`src/rtl/stt_pkg.sv`:
```
// ----------------------------------------------------------------------------
// stt_pkg
// Shared constants and types of the software timer table.
// ----------------------------------------------------------------------------
package stt_pkg;

  localparam int unsigned TIMER_SLOTS = 32;

  localparam int unsigned ID_W   = 31;
  localparam int unsigned CB_W   = 16;
  localparam int unsigned TIME_W = 32;

  // input opcodes
  localparam logic [1:0] OP_SET   = 2'd0;
  localparam logic [1:0] OP_CLEAR = 2'd1;
  localparam logic [1:0] OP_PUMP  = 2'd2;

  // result kinds
  localparam logic [1:0] KIND_SET_ANS    = 2'd0;
  localparam logic [1:0] KIND_CLEAR_DONE = 2'd1;
  localparam logic [1:0] KIND_FIRED      = 2'd2;
  localparam logic [1:0] KIND_PUMP_DONE  = 2'd3;

  // one entry of the slot memory
  typedef struct packed {
    logic [ID_W-1:0]   ident;
    logic [CB_W-1:0]   callback;
    logic [TIME_W-1:0] due;
    logic [ID_W-1:0]   period;
  } slot_t;

  typedef struct packed {
    logic [1:0]      kind;
    logic [ID_W-1:0] timer_id_res;
    logic [CB_W-1:0] callback_id_res;
    logic            last;
  } res_t;

  typedef struct packed {
    logic push;
    res_t res;
  } out_req_t;

endpackage

```
`src/rtl/stt_slot_mem.sv`:
```
// ----------------------------------------------------------------------------
// stt_slot_mem
// Slot memory: one write port, one read port, registered read data.
// ----------------------------------------------------------------------------
module stt_slot_mem #(
  parameter int unsigned Depth = stt_pkg::TIMER_SLOTS,
  parameter int unsigned AddrW = 5
) (
  input  logic              clk_i,
  input  logic              wr_en_i,
  input  logic [AddrW-1:0]  wr_addr_i,
  input  stt_pkg::slot_t    wr_data_i,
  input  logic              rd_en_i,
  input  logic [AddrW-1:0]  rd_addr_i,
  output stt_pkg::slot_t    rd_data_o
);

  stt_pkg::slot_t mem [Depth];
  stt_pkg::slot_t rd_data_q;

  always_ff @(posedge clk_i) begin
    if (wr_en_i) begin
      mem[wr_addr_i] <= wr_data_i;
    end
  end

  // hold read data while no read is issued
  always_ff @(posedge clk_i) begin
    if (rd_en_i) begin
      rd_data_q <= mem[rd_addr_i];
    end
  end

  assign rd_data_o = rd_data_q;

endmodule

```
`config.mk`:
```
export PLATFORM = sky130hd
export DESIGN_NAME = stt_slot_mem
export DESIGN_NICKNAME = d
export VERILOG_FILES = /design/src/rtl/stt_pkg.sv /design/src/rtl/stt_slot_mem.sv
export SDC_FILE = /design/constraint.sdc
export NUM_CORES = 2
export LEC_CHECK = 0
export ABC_AREA = 1
export BUFFER_PORTS_ARGS = -buffer_cell sky130_fd_sc_hd__buf_2
export CORE_MARGIN = 4
export CORE_UTILIZATION = 30
export DETAILED_ROUTE_END_ITERATION = 8
export PLACE_DENSITY = 0.53
export SYNTH_ARGS = -nofsm -noshare
export SYNTH_HDL_FRONTEND = slang
export SYNTH_SLANG_ARGS = --single-unit
```
`constraint.sdc`:
```
create_clock -name clk_i -period 7.55 [get_ports clk_i]
set_input_delay 0.755 -clock clk_i [delete_from_list [all_inputs] [get_ports clk_i]]
set_output_delay 0.755 -clock clk_i [all_outputs]
set_load 0.02 [all_outputs]
```
==> results.txt <==
The layout has 47.0k filler cells. The number of antenna violations at the first check in global routing was 89. The first global-routing pass estimated 644 mm of wire.

In this run, the clock network consumes 40.8% of the power. The count of pins over their slew limit is 0, and the cell row count is 254. Setup violations remaining at the end of the flow were counted as 0. The average instance in the mapped netlist occupies 12.4 um2. Residual overflow from global routing: 0.

After floorplanning, the core was sized to cover 0.478 mm2. The startpoint identified for the worst hold timing path is wr_data_i[74]. The share of async-settable or async-resettable flops after synthesis was 0%; the required time at the endpoint of the critical path was 8080 ps.

The number of enable flip-flop cells after synthesis was 3630. The congestion estimate from routability-driven global placement came to 0.730. The tree is rooted in a sky130_fd_sc_hd__clkbuf_16. The data arrival time at the worst-slack endpoint is 3730 ps. Wires add up to 453 mm. The flow ran to the end, and the final reports show no timing, DRC or antenna violations.

The share of the Yosys chip area taken by registers is 75.8%. The share of post-route cells with drive strength above 1 was 7.67%. In this run, CTS created clock tree buffers numbering 365. IR analysis of the VDD net gives a maximum drop of 0.164 mV. Ranked by total cell area, the synthesized netlist is headed by sky130_fd_sc_hd__edfxtp_1, sky130_fd_sc_hd__nand3_1, sky130_fd_sc_hd__nand2_1, sky130_fd_sc_hd__buf_2, sky130_fd_sc_hd__buf_4. The count of cells along the worst hold path was 1; the final core area utilization was 34.0%. The kind of end point of the critical path was a flop. Across all setup checks in the final design, the least slack found is 4350 ps.

Across the routed clock network, the largest skew measured is 39.4 ps. The number of buffers inserted by post-CTS setup repair was 0. The part of the cycle the worst path needs is 42.4%.

The tightest min-delay check is of the in2reg type. The multi-input gate area in the final layout came out at 0.0311 mm2. The internal portion of the total power is 32700 uW.

The number of different library cells used by synthesis comes to 13. The share of total power dissipated in combinational logic is 5.8%. TritonCTS built the clock tree.

The total power per unit cell area works out to 261 mW/mm2. The critical setup path kind is in2reg. In the final routed layout, each cell accounts on average for 24.7 um. Clock-pin slew was measured on the worst setup and hold paths at 60 ps. The first TritonRoute pass finished after 5 iterations.

The half-perimeter wire length after placement was 203 mm. The total number of clock tree sinks was 3630. By count the netlist is led by sky130_fd_sc_hd__nand2_1, sky130_fd_sc_hd__edfxtp_1, sky130_fd_sc_hd__nand3_1.

Counting every net in the synthesized netlist gives 11.7k. The endpoint identified for the worst register-to-register timing path is rd_data_o[80]$_DFFE_PP_. The area growth from synthesis to layout is 13.0%.

Y dimension of the die: 700 um. The count of buffers added on input and output ports is 232. The number of max-cap violations is 0. Post-CTS repair changed the size of 0 cells.

Setup repair after global routing left no endpoint under its margin. The number of top-level pins was 233; the area share of the largest cell type after synthesis was 75.8%. For the worst flop-to-flop path, the logic depth is 6. Per report_power, the sequential group accounts for 53.4% of the total. For the pin with the worst max-slew slack, the measured transition is 1390 ps. The most instantiated flip-flop cell in the synthesis netlist was sky130_fd_sc_hd__edfxtp_1. The detailed router placed 91.2k vias in this run. The number of buffers on the longest clock path was 4. For this run, the top clock speed supported by timing is 312 MHz. For the final sum of negative setup slack, the log shows 0 ps. For this run, the number of Yosys warnings is 0.

The die area came out at 0.491 mm2. Synthesis produced 11.6k cells. For this design, the CTS-stage hold fixing added 0 buffers.

In this run the horizontal extent of the chip is 700 um. For flop-to-flop paths, the worst setup slack is 5950 ps. In this run, synthesis produced a sequential element count of 3630. After the first detailed-routing iteration, the DRC count stood at 9474. The later pin in the worst-skew pair is clocked with a latency of 950 ps.

The power spent charging and discharging nets was 9660 uW. The post-route DRC violation count was 0; the maximum number of pins on one net before global-route repair was 214. The startpoint identified for the worst register-to-register timing path is mem[19][80]$_DFFE_PP_.

In this run the cell area of the synthesized design comes to 0.144 mm2. The number of nets in the finished design is 11.7k. The worst min-delay path endpoint was mem[31][74]$_DFFE_PP_.

For this configuration, the core starts out at a cell density of 30.1%. The hold violation count in the final report is 0. The worst setup path is launched from a primary input. The most common cell in the synthesized netlist is sky130_fd_sc_hd__nand2_1. In this run the worst path has a maximum fanout of 70.

Summed over all instances, the cell type with the most area after synthesis is sky130_fd_sc_hd__edfxtp_1. Area taken by flip-flops and latches: 0.109 mm2. The leakage dissipation was 0.0562 uW; the number of H-tree branching levels was 5. In the global route stage, overall resource usage came out at 17.8%.

The pre-CTS setup slack came out at 3410 ps. The tools report the number of global-route vias before repair as 86.2k. Power comes to 42300 uW.

The clock period could shrink to 3200 ps. Dividing the detail-routed via count by the number of cells gives 4.99. The final antenna-violating net count is 0. The proportion of total power due to net switching is 22.8%. Headroom to the max-slew limit came out at 7.43%.
[through the flow]
step                      hold WS, ps  cells  cell area [um2]
after floorplan                   716  11568           144000
after global placement            755  17613           151000
after detailed placement          751  17613           151000
after CTS                         213  18259           162000
after global routing              281  18272           162000
final                             294  18286           162000
[worst max-delay path by stage]
stage,startpoint,to,cells past startpoint
finish,wr_addr_i[1],mem[4][12]$_DFFE_PP_,5
CTS,wr_addr_i[1],mem[4][12]$_DFFE_PP_,5
global route,rd_addr_i[0],rd_data_o[95]$_DFFE_PP_,9
detailed placement,wr_addr_i[1],mem[4][43]$_DFFE_PP_,5
floorplan,wr_addr_i[0],mem[8][0]$_DFFE_PP_,3
global placement,wr_addr_i[0],mem[4][20]$_DFFE_PP_,5
[registers in the layout (all words and copies together), names as in the netlist]
register	count
mem	3520
rd_data_o	110
[metal layers]
layer  vias up  track usage, %  routed length (um)
met4        32            4.91               12300
met1     46431            24.3              195000
met2      2908            29.7              218000
met5         -               0                 209
li1      41188               -                   -
met3       626            2.58               27500
[power groups by stage]
stage / clock network (uW) / registers [uW] / logic [uW]
after floorplan: 0 / 23100 / 1380
after global placement: 0 / 23000 / 2480
after detailed placement: 0 / 23000 / 2480
after CTS: 17600 / 22600 / 2490
after global routing: 18400 / 22600 / 2710
final: 17300 / 22600 / 2470
[cell families (layout without fill, tap and decap cells)]
| kind of cell | Yosys count | count (layout) | share of synthesized area [%] |
|---|---|---|---|
| buf+inv | 766 | 1057 | 2.80 |
| other cells | 0 | 27 | 0 |
| flops | 3630 | 3630 | 75.8 |
| simple gates | 7172 | 7172 | 21.4 |
[cell type report]
cell class	count	share of cell area (%)
clock buffers	456	5.95
diodes	27	0.0416
repair buffers	401	1.95
inverters	10	0.0516
flip-flops and latches	3630	67.1
well taps	6400	4.93
clock inverters	190	0.876
multi-input cells	7172	19.1
[layout by cell type (no fill, tap or decap)]
cell type / instances
sky130_fd_sc_hd__clkbuf_16: 374
sky130_fd_sc_hd__clkbuf_1: 82
sky130_fd_sc_hd__diode_2: 27
sky130_fd_sc_hd__clkinv_1: 93
sky130_fd_sc_hd__nor2_4: 32
sky130_fd_sc_hd__buf_2: 226
sky130_fd_sc_hd__inv_6: 6
sky130_fd_sc_hd__inv_1: 5
sky130_fd_sc_hd__edfxtp_1: 3630
sky130_fd_sc_hd__buf_8: 5
sky130_fd_sc_hd__inv_16: 4
sky130_fd_sc_hd__buf_4: 115
sky130_fd_sc_hd__clkinv_2: 59
sky130_fd_sc_hd__nand3_1: 3114
sky130_fd_sc_hd__buf_12: 55
sky130_fd_sc_hd__inv_8: 4
sky130_fd_sc_hd__clkinvlp_4: 6
sky130_fd_sc_hd__clkinv_16: 2
sky130_fd_sc_hd__nand2_1: 4026
sky130_fd_sc_hd__clkinv_8: 5
sky130_fd_sc_hd__bufinv_16: 16
[worst max-delay path: stages]
cell	delay, ps
sky130_fd_sc_hd__buf_2	150
sky130_fd_sc_hd__inv_1	80
sky130_fd_sc_hd__nand3_1	670
sky130_fd_sc_hd__nor2_4	1290
sky130_fd_sc_hd__buf_12	650
No activity file was read; power rests on OpenSTA's default activity.
