`config.mk`:
```
export PLATFORM = sky130hd
export DESIGN_NAME = stt_out_stage
export DESIGN_NICKNAME = d
export VERILOG_FILES = /design/src/rtl/stt_pkg.sv /design/src/rtl/stt_out_stage.sv
export SDC_FILE = /design/constraint.sdc
export NUM_CORES = 1
export LEC_CHECK = 0
export BUFFER_PORTS_ARGS = -buffer_cell sky130_fd_sc_hd__buf_2
export CORE_ASPECT_RATIO = 1.1
export CORE_MARGIN = 3
export CORE_UTILIZATION = 36
export DETAILED_ROUTE_END_ITERATION = 8
export GPL_TIMING_DRIVEN = 0
export PLACE_DENSITY = 0.77
export SLEW_MARGIN = 20
export SYNTH_ARGS = -nofsm -noshare
export SYNTH_HDL_FRONTEND = slang
export SYNTH_SLANG_ARGS = --single-unit
```
`constraint.sdc`:
```
create_clock -name clk_i -period 0.8 [get_ports clk_i]
set_input_delay 0.08 -clock clk_i [delete_from_list [all_inputs] [get_ports clk_i]]
set_output_delay 0.08 -clock clk_i [all_outputs]
set_load 0.05 [all_outputs]
```
`src/rtl/stt_pkg.sv`:
```
// ----------------------------------------------------------------------------
// stt_pkg
// Shared constants and types of the software timer table.
// ----------------------------------------------------------------------------
package stt_pkg;

  localparam int unsigned TIMER_SLOTS = 32;

  localparam int unsigned ID_W   = 31;
  localparam int unsigned CB_W   = 16;
  localparam int unsigned TIME_W = 32;

  // input opcodes
  localparam logic [1:0] OP_SET   = 2'd0;
  localparam logic [1:0] OP_CLEAR = 2'd1;
  localparam logic [1:0] OP_PUMP  = 2'd2;

  // result kinds
  localparam logic [1:0] KIND_SET_ANS    = 2'd0;
  localparam logic [1:0] KIND_CLEAR_DONE = 2'd1;
  localparam logic [1:0] KIND_FIRED      = 2'd2;
  localparam logic [1:0] KIND_PUMP_DONE  = 2'd3;

  // one entry of the slot memory
  typedef struct packed {
    logic [ID_W-1:0]   ident;
    logic [CB_W-1:0]   callback;
    logic [TIME_W-1:0] due;
    logic [ID_W-1:0]   period;
  } slot_t;

  typedef struct packed {
    logic [1:0]      kind;
    logic [ID_W-1:0] timer_id_res;
    logic [CB_W-1:0] callback_id_res;
    logic            last;
  } res_t;

  typedef struct packed {
    logic push;
    res_t res;
  } out_req_t;

endpackage

```
`src/rtl/stt_out_stage.sv`:
```
// ----------------------------------------------------------------------------
// stt_out_stage
// Output register between the sequencer and the result channel.
// ----------------------------------------------------------------------------
module stt_out_stage (
  input  logic              clk_i,
  input  logic              rst_ni,
  input  stt_pkg::out_req_t req_i,
  output logic              free_o,
  output logic              valid_o,
  input  logic              ready_i,
  output stt_pkg::res_t     res_o
);

  logic          valid_q, valid_d;
  stt_pkg::res_t res_q;

  assign free_o = !valid_q || ready_i;

  always_comb begin
    valid_d = valid_q;
    if (req_i.push) begin
      valid_d = 1'b1;
    end else if (ready_i) begin
      valid_d = 1'b0;
    end
  end

  always_ff @(posedge clk_i or negedge rst_ni) begin
    if (!rst_ni) begin
      valid_q <= 1'b0;
    end else begin
      valid_q <= valid_d;
    end
  end

  always_ff @(posedge clk_i) begin
    if (req_i.push) begin
      res_q <= req_i.res;
    end
  end

  assign valid_o = valid_q;
  assign res_o   = res_q;

  // a held transaction must not be overwritten
  a_no_overwrite: assert property (@(posedge clk_i) disable iff (!rst_ni)
    (valid_q && !ready_i) |-> !req_i.push)
    else $error("result overwritten while stalled");

  a_hold_stalled: assert property (@(posedge clk_i) disable iff (!rst_ni)
    (valid_q && !ready_i) |=> (valid_q && res_q == $past(res_q)))
    else $error("stalled result changed");

  a_push_shows: assert property (@(posedge clk_i) disable iff (!rst_ni)
    req_i.push |=> valid_q)
    else $error("pushed result not presented");

endmodule

```
==> results_dict.tcl, run 1 <==
set metrics [dict create \
    status "finished with violations" \
    violations "setup timing" \
    cp-start-kind "flip-flop" \
    final_util_pct 76.02 \
    postRouteAntennaNets 0 \
    ioPinCount 106 \
    rr_startpoint "valid_o" \
    rsz0062_at_grt "yes" \
    post-route-min-period_ps 1043 \
    ys.flop_type "edfxtp_1" \
    cp-endpoint "free_o" \
    path_clk_slew_ps 100 \
    critPathArrivalTime_ps 960 \
    gp_routability_congestion 0.7002 \
    antenna_found_initial 0 \
    synth_top_cell_by_area "edfxtp_1" \
    async_reset_ff_share_pct 1.961 \
    met2_length_um 2867 \
    min_path_type "input port to async pin" \
    drc_errors 0 \
    synth.most_common_cell "edfxtp_1" \
    wl_met3_um 287 \
    vias 1169 \
    drive_gt1_share_pct 53.21 \
    syn_inst 53 \
    synth.top_cell.area_share_pct 96.93 \
    syn_area_um2 1549 \
    worst-setup-path-type "flip-flop to primary output" \
    critPathLaunch "valid_o" \
    fp.coreArea_um2 4054 \
    area.growth.synth_to_final_pct 98.95 \
    wl_per_cell_um 17.53 \
    htree_levels 2 \
    min_period_over_period_pct 130.4 \
    critical_path_required_ps 720 \
    setup_viol 52 \
    clk_latency_ps 300 \
    grt_max_degree 52 \
    clockRootBuffer "clkbuf_8" \
    die_w_um 68.54 \
    synth_seq_area_share_pct 98.55 \
    grt_overflow 0 \
    setup_tns_ps -7648 \
    max_slew_margin_pct 59.81 \
    diodes 0 \
    num_rows 24 \
    finalWorstSetupSlack_ps -243.3 \
    ys_top_cells_by_area "edfxtp_1 97%, dfrtp_1 1.6%, nand2b_4 0.89%, nand2b_2 0.57%" \
    fmax_mhz 958.5 \
    wl_um 4733 \
    ys_top_cells_by_count "50 x edfxtp_1, 1 x dfrtp_1, 1 x nand2b_2, 1 x nand2b_4" \
    initial_core_util_pct 38.21 \
    power_density_nw_per_um2 2055 \
    vias_per_cell 4.330 \
    yosysWarnings 0 \
    cts_sinks 51 \
    track_usage_pct 20.18 \
    worst_pin_slew_ps 602.9 \
    drv_cap 0 \
    nFillCells 229 \
    ys_types 4 \
    port_buffers 105 \
    cts_max_path_buffers 2 \
    fin_worst_skew_ps 0 \
    r2r_setup_slack_ps 20 \
    die-area_um2 5126 \
    synth_seq_cells 51 \
    dieHeight_um 74.80 \
    maxSlewViolCount 0 \
    numCtsBuffers 5 \
    p_leak_nw 1.304 \
    reg2reg_to "valid_o" \
    dr.pass1.iters 6 \
    synth_nets 107 \
    grt_pass1_vias 1377 \
    grt_first_pass_wirelength_um 6955 \
    r2r.worst_path.cells 3 \
    drt_first_iter_violations 75 \
    max-vdd-ir-drop_uv 1580 \
    critPathCaptureType "primary output" \
    hold_viol 0 \
    cts_tree "yes" \
    synth.avg_cell_area_um2 29.23 \
    cp_max_fo 2 \
    drt-met1-wl_um 1326 \
    routed.top_layer "met4" \
    synth-edff-count 50 \
    layout.nets 271 \
]
-- metal layers --
metal	GRT usage [%]	vias to the layer above
li1	-	538
met1	16.38	540
met2	40.08	73
met3	5.672	18
met4	12.80	0
met5	0	-
-- stage by stage --
stage / total power, mW / instance area (um^2) / hold WS [ps] / worst slack [ps] / std cells
final: 6.332 / 3082 / 122.3 / -243.3 / 270
after global routing: 6.556 / 3082 / 118.8 / -271.2 / 270
after CTS: 6.303 / 3082 / 72.72 / -242.6 / 270
after detailed placement: 4.422 / 2146 / -141.4 / -496.6 / 210
after global placement: 4.397 / 2146 / -144.1 / -425.4 / 210
after floorplan: 4.052 / 1555 / -215.6 / -99.23 / 53
-- where the power goes --
part | switching [mW] | total [mW] | internal, mW | leakage, nW
registers | 0.106 | 3.28 | 3.17 | 0.499
clock network | 0.811 | 1.44 | 0.629 | 0.0454
logic | 0.965 | 1.61 | 0.649 | 0.759
-- state kept, by name, summed over array words and instances, names as in the netlist --
signal	flops
res_o	50
valid_o	1
-- how the worst min path moves through the flow --
stage / start / to / slack (ps) / cells after the start
floorplan: rst_ni / valid_o / -220 / 0
global placement: rst_ni / valid_o / -140 / 1
detailed placement: rst_ni / valid_o / -140 / 1
CTS: rst_ni / valid_o / 70 / 2
global route: rst_ni / valid_o / 120 / 2
finish: rst_ni / valid_o / 120 / 2
-- area by class of cell --
| cell class | instances | area (um^2) | area share [%] |
|---|---|---|---|
| timing repair buffer | 157 | 1371 | 44.50 |
| tap | 52 | 65.06 | 2.111 |
| clock buffer | 6 | 72.57 | 2.355 |
| clock inverter | 2 | 17.52 | 0.5684 |
| multi-input combinational | 2 | 27.53 | 0.8932 |
| sequential | 51 | 1528 | 49.57 |
-- critical path, stage by stage (launching register included) --
cell	delay [ps]
dfrtp_2	440
nand2b_4	80
buf_8	140
-- cell usage in the layout (no fill, tap or decap) --
master | netlist | layout
clkinv_4 | 0 | 2
buf_6 | 0 | 50
buf_8 | 0 | 1
dfrtp_2 | 0 | 1
edfxtp_1 | 50 | 50
clkbuf_1 | 0 | 1
nand2b_4 | 1 | 2
buf_2 | 0 | 52
buf_4 | 0 | 3
dlygate4sd3_1 | 0 | 51
clkbuf_8 | 0 | 5
-- what timing repair did --
item / 4_1_cts / 5_1_grt
hold buffers: 51 / 0
endpoints found under the setup margin: 103 / 53
setup buffers: 1 / 1
resized for setup: 105 / 0
endpoints found under the hold margin: 51 / 0
-- logic make-up after synthesis --
kind of cell / synth area share [%]
flops: 98.55
simple gates: 1.454
No activity file was read; power rests on OpenSTA's default activity.
==> run 2, diff against run 1 <==
CORE_MARGIN = default   (was 3)
CORE_UTILIZATION = 40   (was 36)
PLACE_DENSITY = 0.81   (was 0.77)
SETUP_SLACK_MARGIN = 0.3   (was default)
clock period = 1.1 ns   (was 0.8 ns; I/O delays follow)
==> run 2 against run 1 <==
Compared with the run above: the flow now finishes without violations; power fell by 27%; sequential share of layout area down 0.060 points; utilization increased by 7.7 points; final area is 0.12% higher; routed wire length is 0.30% lower; hold slack worse by 6.6 ps; clock skew unchanged; final cell count is 0.37% lower; first-iteration DRC count shrank 67%; sequential cell count unchanged; combinational power fell by 27%; sequential power shrank 27%; largest power group unchanged; highest routed layer unchanged.
==> results_dict.tcl, run 2 (same netlist as run 1, synthesis figures left out) <==
set metrics [dict create \
    cp.depth 2 \
    vias 1182 \
    wl_um 4719 \
    critPathCaptureType "primary output" \
    critPathLaunch "valid_o" \
    initial_core_util_pct 42.05 \
    path_buf_inv 1 \
    port_buffers 105 \
    p_leak_nw 1.305 \
    global_route.usage.met2_pct 46.60 \
    diodes 0 \
    maxSlewViolCount 0 \
    cts_max_path_buffers 2 \
    switching_share_pct 29.75 \
    register_area_um2 1528 \
    postRouteAntennaNets 0 \
    drive_gt1_share_pct 53.42 \
    cp-start-kind "flip-flop" \
    seqPwrFrac_pct 51.9 \
    critical_path_required_ps 990 \
    cp_cell_sequence "nand2b_4, buf_8" \
    cp_max_fo 2 \
    path_clk_slew_ps 90 \
    cp-endpoint "free_o" \
    placed_area_um2 2143 \
    dieHeight_um 67.27 \
    grt_overflow 0 \
    num_rows 23 \
    top_usage_layer "met2" \
    fp.coreArea_um2 3684 \
    hold_viol 0 \
    power_density_nw_per_um2 1489 \
    ioPinCount 106 \
    htree_levels 2 \
    use_met3_pct 7.854 \
    fmax_mhz 920.8 \
    setup_viol 0 \
    path_delay_family "flip-flops" \
    mostFrequentLayoutCell "buf_2" \
    rr_startpoint "valid_o" \
    die_w_um 61.34 \
    rsz0062_at_grt "yes" \
    largest_reg_flops 50 \
    track_usage_pct 25.16 \
    wl_per_cell_um 17.54 \
    grt_pass1_vias 1326 \
    min_path_type "input port to async pin" \
    drc_errors 0 \
    intPower_mw 3.229 \
    post-place-ws_ps -243.6 \
    max_stage_delay_ps 440 \
    final_cell_area_um2 3085 \
    p_switching_mw 1.367 \
    drt_first_iter_violations 25 \
    clk_latency_ps 290 \
    layout.nets 272 \
    max_slew_margin_pct 58.35 \
    cts_sinks 51 \
    setup_tns_ps 0 \
    hpwl_um 2264 \
    cts_tree "yes" \
    clkPwrFrac_pct 22.3 \
    grt_util_met1_pct 24.61 \
    numCtsBuffers 5 \
    p_comb_share_pct 25.7 \
    gp_routability_congestion 0.6497 \
    finalWorstSetupSlack_ps 13.98 \
    min_period_over_period_pct 98.73 \
    fin_worst_skew_ps 0 \
    max-vdd-ir-drop_uv 1127 \
    grt_max_degree 52 \
    nFillCells 199 \
    crit_path_top_delay_cell "dfrtp_2" \
    r2r_setup_slack_ps 220 \
    final_cell_mix "52 x buf_2, 51 x dlygate4sd3_1, 51 x buf_6, 50 x edfxtp_1, 5 x clkbuf_8" \
    area.growth.synth_to_final_pct 99.19 \
    critPathArrivalTime_ps 980 \
    multi_input_area_um2 27.53 \
    clockRootBuffer "clkbuf_8" \
    antenna_found_initial 0 \
    worst-setup-path-type "flip-flop to primary output" \
    drv_cap 0 \
    reg2reg_to "valid_o" \
    post-route-min-period_ps 1086 \
    grt_first_pass_wirelength_um 6768 \
    die-area_um2 4126 \
    worst_pin_slew_ps 624.7 \
    finalPower_mw 4.596 \
    status "finished, final reports clean" \
    dr.pass1.iters 4 \
    vias_per_cell 4.394 \
    r2r.worst_path.cells 4 \
]
[run 2: cell count changes in the layout (fill, tap and decap cells not counted), sizes merged]
| cell | delta |
|---|---|
| clkinvlp | +1 |
| clkinv | -1 |
| buf | +1 |
[run 2: what timing repair did]
action                                  in CTS  in global routing
buffers inserted                             1                  1
gates resized for setup                    105                  1
endpoints found under the hold margin       51                  0
hold buffers                                51                  0
endpoints found under the setup margin     103                 53
[run 2: worst min-delay path by stage]
stage,startpoint,end,slack [ps],depth (start not counted)
2_1_floorplan,rst_ni,valid_o,-190,0
3_3_place_gp,rst_ni,valid_o,-110,1
3_5_place_dp,rst_ni,valid_o,-110,1
4_1_cts,rst_ni,valid_o,100,2
5_1_grt,rst_ni,valid_o,120,2
6_report,rst_ni,valid_o,120,2
[run 2: routing by layer]
metal  vias to the layer above  wire length, um
li1                        538                -
met1                       559             1527
met2                        74             2718
met3                        11              316
met4                         0              157
met5                         -                0
[run 2: power by group through the flow]
stage / logic (mW) / clock network, mW / registers [mW]
3_3_place_gp: 0.818 / 0 / 2.38
4_1_cts: 1.15 / 1.04 / 2.38
6_report: 1.18 / 1.03 / 2.39
2_1_floorplan: 0.0190 / 0 / 2.93
5_1_grt: 1.22 / 1.13 / 2.40
3_5_place_dp: 0.830 / 0 / 2.38
[run 2: through the flow]
stage	hold slack (ps)	utilization (%)	std cells
2_1_floorplan	-185.6	-	53
3_3_place_gp	-114.5	58.19	208
3_5_place_dp	-112.9	58.19	208
4_1_cts	102.9	83.46	268
5_1_grt	116.9	83.76	269
6_report	115.6	83.76	269
[run 2: layout make-up]
cell class                 count  share of cell area (%)
multi-input combinational      2                  0.8921
clock inverter                 2                  0.4055
clock buffer                   6                   2.352
sequential                    51                   49.51
timing repair buffer         158                   44.81
tap                           50                   2.028
